==> config.mk <==
export PLATFORM = sky130hd
export DESIGN_NAME = bpa_ctrl
export DESIGN_NICKNAME = d
export VERILOG_FILES = /design/src/rtl/bpa_pkg.sv /design/src/rtl/bpa_ctrl.sv
export SDC_FILE = /design/constraint.sdc
export NUM_CORES = 1
export LEC_CHECK = 0
export BUFFER_PORTS_ARGS = -buffer_cell sky130_fd_sc_hd__buf_2
export CAP_MARGIN = 10
export CELL_PAD_IN_SITES_DETAIL_PLACEMENT = 0
export CELL_PAD_IN_SITES_GLOBAL_PLACEMENT = 1
export CORE_UTILIZATION = 22
export DETAILED_ROUTE_END_ITERATION = 10
export GPL_ROUTABILITY_DRIVEN = 0
export PLACE_DENSITY = 0.66
export SLEW_MARGIN = 20
export SYNTH_ARGS = -nofsm -noshare
export SYNTH_HDL_FRONTEND = slang
export SYNTH_SLANG_ARGS = --single-unit
==> constraint.sdc <==
create_clock -name clk -period 1.3 [get_ports clk]
set_input_delay 0.26 -clock clk [delete_from_list [all_inputs] [get_ports clk]]
set_output_delay 0.26 -clock clk [all_outputs]
set_load 0.02 [all_outputs]
==> src/rtl/bpa_pkg.sv <==
// shared types and constants for the bitmap page allocator
package bpa_pkg;

    localparam int MAX_PAGES = 4096;
    localparam int PAGE_W    = 12;
    localparam int COUNT_W   = 13;
    localparam int WORD_BITS = 64;
    localparam int OFF_W     = $clog2(WORD_BITS);
    localparam int ROWS      = MAX_PAGES / WORD_BITS;
    localparam int ROW_W     = $clog2(ROWS);

    localparam logic CMD_ALLOC = 1'b0;
    localparam logic CMD_FREE  = 1'b1;

    localparam logic STATUS_OK   = 1'b0;
    localparam logic STATUS_FAIL = 1'b1;

    typedef struct packed {
        logic               cmd;
        logic [PAGE_W-1:0]  page_index;
        logic [COUNT_W-1:0] page_count;
    } in_beat_t;

    typedef struct packed {
        logic              status;
        logic [PAGE_W-1:0] first_page;
    } out_beat_t;

    typedef enum logic [2:0] {
        S_IDLE,
        S_START,
        S_FETCH,
        S_SCAN,
        S_MARK_RD,
        S_MARK_WR,
        S_RESP
    } state_t;

    // controller to datapath
    typedef struct packed {
        logic load;
        logic fetch;
        logic step;
        logic hit;
        logic pass_next;
        logic fail;
        logic mark_rd;
        logic mark_wr;
        logic out_load;
    } ctrl_cmd_t;

    // datapath to controller
    typedef struct packed {
        logic is_free;
        logic cnt_zero;
        logic cur_ge_limit;
        logic bit_free;
        logic run_hit;
        logic word_end;
        logic pass2;
        logic last_word;
    } dp_stat_t;

endpackage

==> src/rtl/bpa_ctrl.sv <==
// controller state machine for the bitmap page allocator
module bpa_ctrl (
    input  logic              clk,
    input  logic              rst_n,
    input  logic              in_valid,
    output logic              in_stall,
    output logic              out_valid,
    input  logic              out_stall,
    input  bpa_pkg::dp_stat_t stat,
    output bpa_pkg::ctrl_cmd_t cmd
);

    bpa_pkg::state_t state_reg, state_next;
    logic out_valid_reg, out_valid_next;

    always_ff @(posedge clk or negedge rst_n)
    begin
        if (!rst_n)
        begin
            state_reg     <= bpa_pkg::S_IDLE;
            out_valid_reg <= 1'b0;
        end
        else
        begin
            state_reg     <= state_next;
            out_valid_reg <= out_valid_next;
        end
    end

    always_comb
    begin
        state_next = state_reg;
        cmd        = '0;
        case (state_reg)
            bpa_pkg::S_IDLE:
            begin
                if (in_valid)
                begin
                    cmd.load   = 1'b1;
                    state_next = bpa_pkg::S_START;
                end
            end
            bpa_pkg::S_START:
            begin
                if (stat.cnt_zero)
                begin
                    cmd.fail   = !stat.is_free;
                    state_next = bpa_pkg::S_RESP;
                end
                else if (stat.is_free)
                    state_next = bpa_pkg::S_MARK_RD;
                else
                    state_next = bpa_pkg::S_FETCH;
            end
            bpa_pkg::S_FETCH, bpa_pkg::S_SCAN:
            begin
                if (stat.cur_ge_limit)
                begin
                    // end of a pass: wrap to page 0 once, then give up
                    if (stat.pass2)
                    begin
                        cmd.fail   = 1'b1;
                        state_next = bpa_pkg::S_RESP;
                    end
                    else
                    begin
                        cmd.pass_next = 1'b1;
                        state_next    = bpa_pkg::S_FETCH;
                    end
                end
                else if (state_reg == bpa_pkg::S_FETCH)
                begin
                    cmd.fetch  = 1'b1;
                    state_next = bpa_pkg::S_SCAN;
                end
                else
                begin
                    cmd.step = 1'b1;
                    if (stat.bit_free && stat.run_hit)
                    begin
                        cmd.hit    = 1'b1;
                        state_next = bpa_pkg::S_MARK_RD;
                    end
                    else if (stat.word_end)
                        state_next = bpa_pkg::S_FETCH;
                end
            end
            bpa_pkg::S_MARK_RD:
            begin
                cmd.mark_rd = 1'b1;
                state_next  = bpa_pkg::S_MARK_WR;
            end
            bpa_pkg::S_MARK_WR:
            begin
                cmd.mark_wr = 1'b1;
                if (stat.last_word)
                    state_next = bpa_pkg::S_RESP;
                else
                    state_next = bpa_pkg::S_MARK_RD;
            end
            bpa_pkg::S_RESP:
            begin
                if (!out_valid_reg || !out_stall)
                begin
                    cmd.out_load = 1'b1;
                    state_next   = bpa_pkg::S_IDLE;
                end
            end
            default:
            begin
                state_next = bpa_pkg::S_IDLE;
            end
        endcase
    end

    always_comb
    begin
        if (cmd.out_load)
            out_valid_next = 1'b1;
        else if (!out_stall)
            out_valid_next = 1'b0;
        else
            out_valid_next = out_valid_reg;
    end

    assign in_stall  = (state_reg != bpa_pkg::S_IDLE);
    assign out_valid = out_valid_reg;

endmodule

==> results.md <==
* ANT cells at 0
* Adder-Cell Fraction of Synth Area at 0%
* Antenna violations before repair at 0
* Row count at 13
* Hold Crit Class: input port to flop
* Vias at roughly 450
* DRC Markers at 0
* Slew HR at 84.53%
* Mapped Cells at 45
* Pwr dens at between 2000 and 2500 mW/mm^2
* Root buffer cell: clkbuf_4
* Mean Syn Cell Area at 7.368 sq um
* Routed WL at 1113 microns
* Pwr Total at between 1.5 and 2 mW
* CTS tree: yes
* TNS Setup at -2071 ps
* Worst setup SP type: flop
* DR WL/cell at about 12 microns
* Post-DRT Antenna Nets at 0
* Arrival time worst endpoint at 1330 ps
* Num Clock Sinks at 4
* Clk_lat worst skew at 240 ps
* Sequential area share after synthesis at 30.19%
* H-Tree Level Count at 1
* Commonest cells after routing, fill and taps aside: 12 x buf_2, 12 x buf_4, 10 x buf_6
* Largest family of logic cells by synthesized area: simple AND/OR/NAND/NOR gates
* Nets at 93
* YS warnings at 0
* Final Critical Period at 1588 ps
* # IOs at 23
* Pre-CTS WS at -53.66 ps
* Max Cap Viol at 0
* Count of cell types in the netlist at 20
* Post-synthesis mux area share at 0%
* Chip Width at around 40 microns
* Clk_skew at 4.467 ps
* Largest net degree at the start of global routing at 7
* Sequential share of power at 16.3%
* Area growth, synth to finish at 111.7%
* Port bufs at 22
* Net count after synthesis at 57
* R2R Setup Slk at -100 ps
* Routed vias/inst at 4.766
* First-pass GRT wire length at 1552 microns
* Final Hold Fails at 0
* Post-Syn Area at 331.6 sq um
* Crit Path Max Fanout at 4
* GRT overflow at 0
* CP Class: flop to output pin
* Overall Global Routing Usage at 14.17%
* DR pass1 iterations at 4
* Compound-Gate Fraction of Synth Area at 18.87%
* DIE AREA at 0.001666 sq mm
* Crit path capture type: output pin
* Critical path data required time at 1040 ps
* Worst slew pin tran at 232.1 ps
* Setup ws final at -288.1 ps
* Final count of pins violating max slew at 0
* Max clock buf depth at 2
* Max FFs per register at 3
* Failing checks: negative setup slack
* Vias in the first global route at 373
* Simple-gate share of the synthesized area at 38.11%
* Die H at 40.82 microns
* Share of layout cells above drive strength 1 at approximately 68%
* Hold_ws at 332.3 ps
* Clock power share at about 10%
* Xor and xnor area share after synthesis at 0%
* Final period util at 122.2%
* Status: finished with violations
* Gate power share at 73.6%
* Psw at 676.4 uW
* Initial DRC count at 7
* Layout filler cell count at 127
* Leakage at 0.3390 nW
* Synthesis-stage register bit count at 4
* CTS Buf Count at 3
* Max Clk Rate at 0.6297 GHz
* Clk slew on worst S/H paths at 40 ps
* Core area at 0.001350 sq mm
* RSZ-0062 raised after global routing: true
* Int Pwr at 873.8 uW
* Switching Fraction at a little over two fifths
* Starting Density at 24.56%
* Max VDD drop at just under 0.7 mV
* Final setup fails at 11
-- critical path: stages (launching register included) --
cell and delay (ps):
dfrtp_1 380, or3b_4 440, nor2_4 140, buf_6 130
-- cells in the mapped netlist (all sizes together) --
master | n | area share (%)
dfrtp | 4 | 30
nor2 | 8 | 9.1
o21ai | 2 | 3.0
inv | 3 | 3.4
or3b | 3 | 8.7
o32ai | 1 | 2.6
nand2 | 4 | 4.5
nand3b | 1 | 2.3
nor2b | 2 | 3.8
nor3 | 2 | 3.0
buf | 4 | 9.4
o211a | 1 | 3.0
nand3 | 3 | 4.5
o22ai | 1 | 1.9
or3 | 1 | 2.3
a21oi | 4 | 6.0
o211ai | 1 | 2.3
-- through the flow --
stage / instances / util (%) / cell area, sq um
4_1_cts: 93 / 47.64 / 643.1
3_5_place_dp: 84 / 37.63 / 508.0
3_3_place_gp: 84 / 37.63 / 508.0
2_1_floorplan: 45 / - / 365.4
5_1_grt: 94 / 51.99 / 701.9
6_report: 94 / 51.99 / 701.9
-- power by group through the flow --
stage	Sequential (mW)	Combinational [mW]	Clock (mW)
6_report	0.252	1.14	0.157
2_1_floorplan	0.227	0.576	0
3_3_place_gp	0.259	0.764	0
3_5_place_dp	0.256	0.757	0
5_1_grt	0.265	1.23	0.166
4_1_cts	0.250	0.979	0.164
-- layout make-up --
class / instances / area, sq um / share of cell area [%]
tap: 15 / 18.77 / 2.674
sequential: 4 / 101.3 / 14.44
timing repair buffer: 35 / 272.8 / 38.86
clock buffer: 3 / 22.52 / 3.209
inverter: 3 / 11.26 / 1.604
multi-input combinational: 34 / 275.3 / 39.22
-- routing by layer --
metal / part of all wire, % / track usage, % / vias up
met3: 3.9 / 1.630 / 2
met5: 0 / 0 / -
met1: 41 / 17.05 / 209
met2: 54 / 25.39 / 13
met4: 0.72 / 5.000 / 0
li1: - / - / 224
-- worst paths after layout --
kind / start / end / cells after the start
setup reg to reg: state_reg[1] / state_reg[2] / 6
hold reg to reg: out_valid / out_valid / 2
setup / recovery: state_reg[2] / cmd[5] / 3
max in group asynchronous: rst_n / state_reg[0] / 2
hold / removal: out_stall / out_valid / 3
min in group asynchronous: rst_n / state_reg[2] / 2
-- logic make-up (layout without fill, tap and decap cells) --
kind of cell,count (synthesis),after routing
DFF,4,4
buffers and inverters,7,41
and+or+nand+nor,24,24
AOI/OAI and AO/OA,10,10
-- timing repair --
item / in CTS / in global routing
gates resized for setup: 20 / 15
hold buffers: 1 / 0
setup buffers: 5 / 2
pin swaps: 8 / 6
endpoints found under the hold margin: 4 / 0
setup endpoints to repair: 11 / 12
No activity file was read; power rests on OpenSTA's default activity.
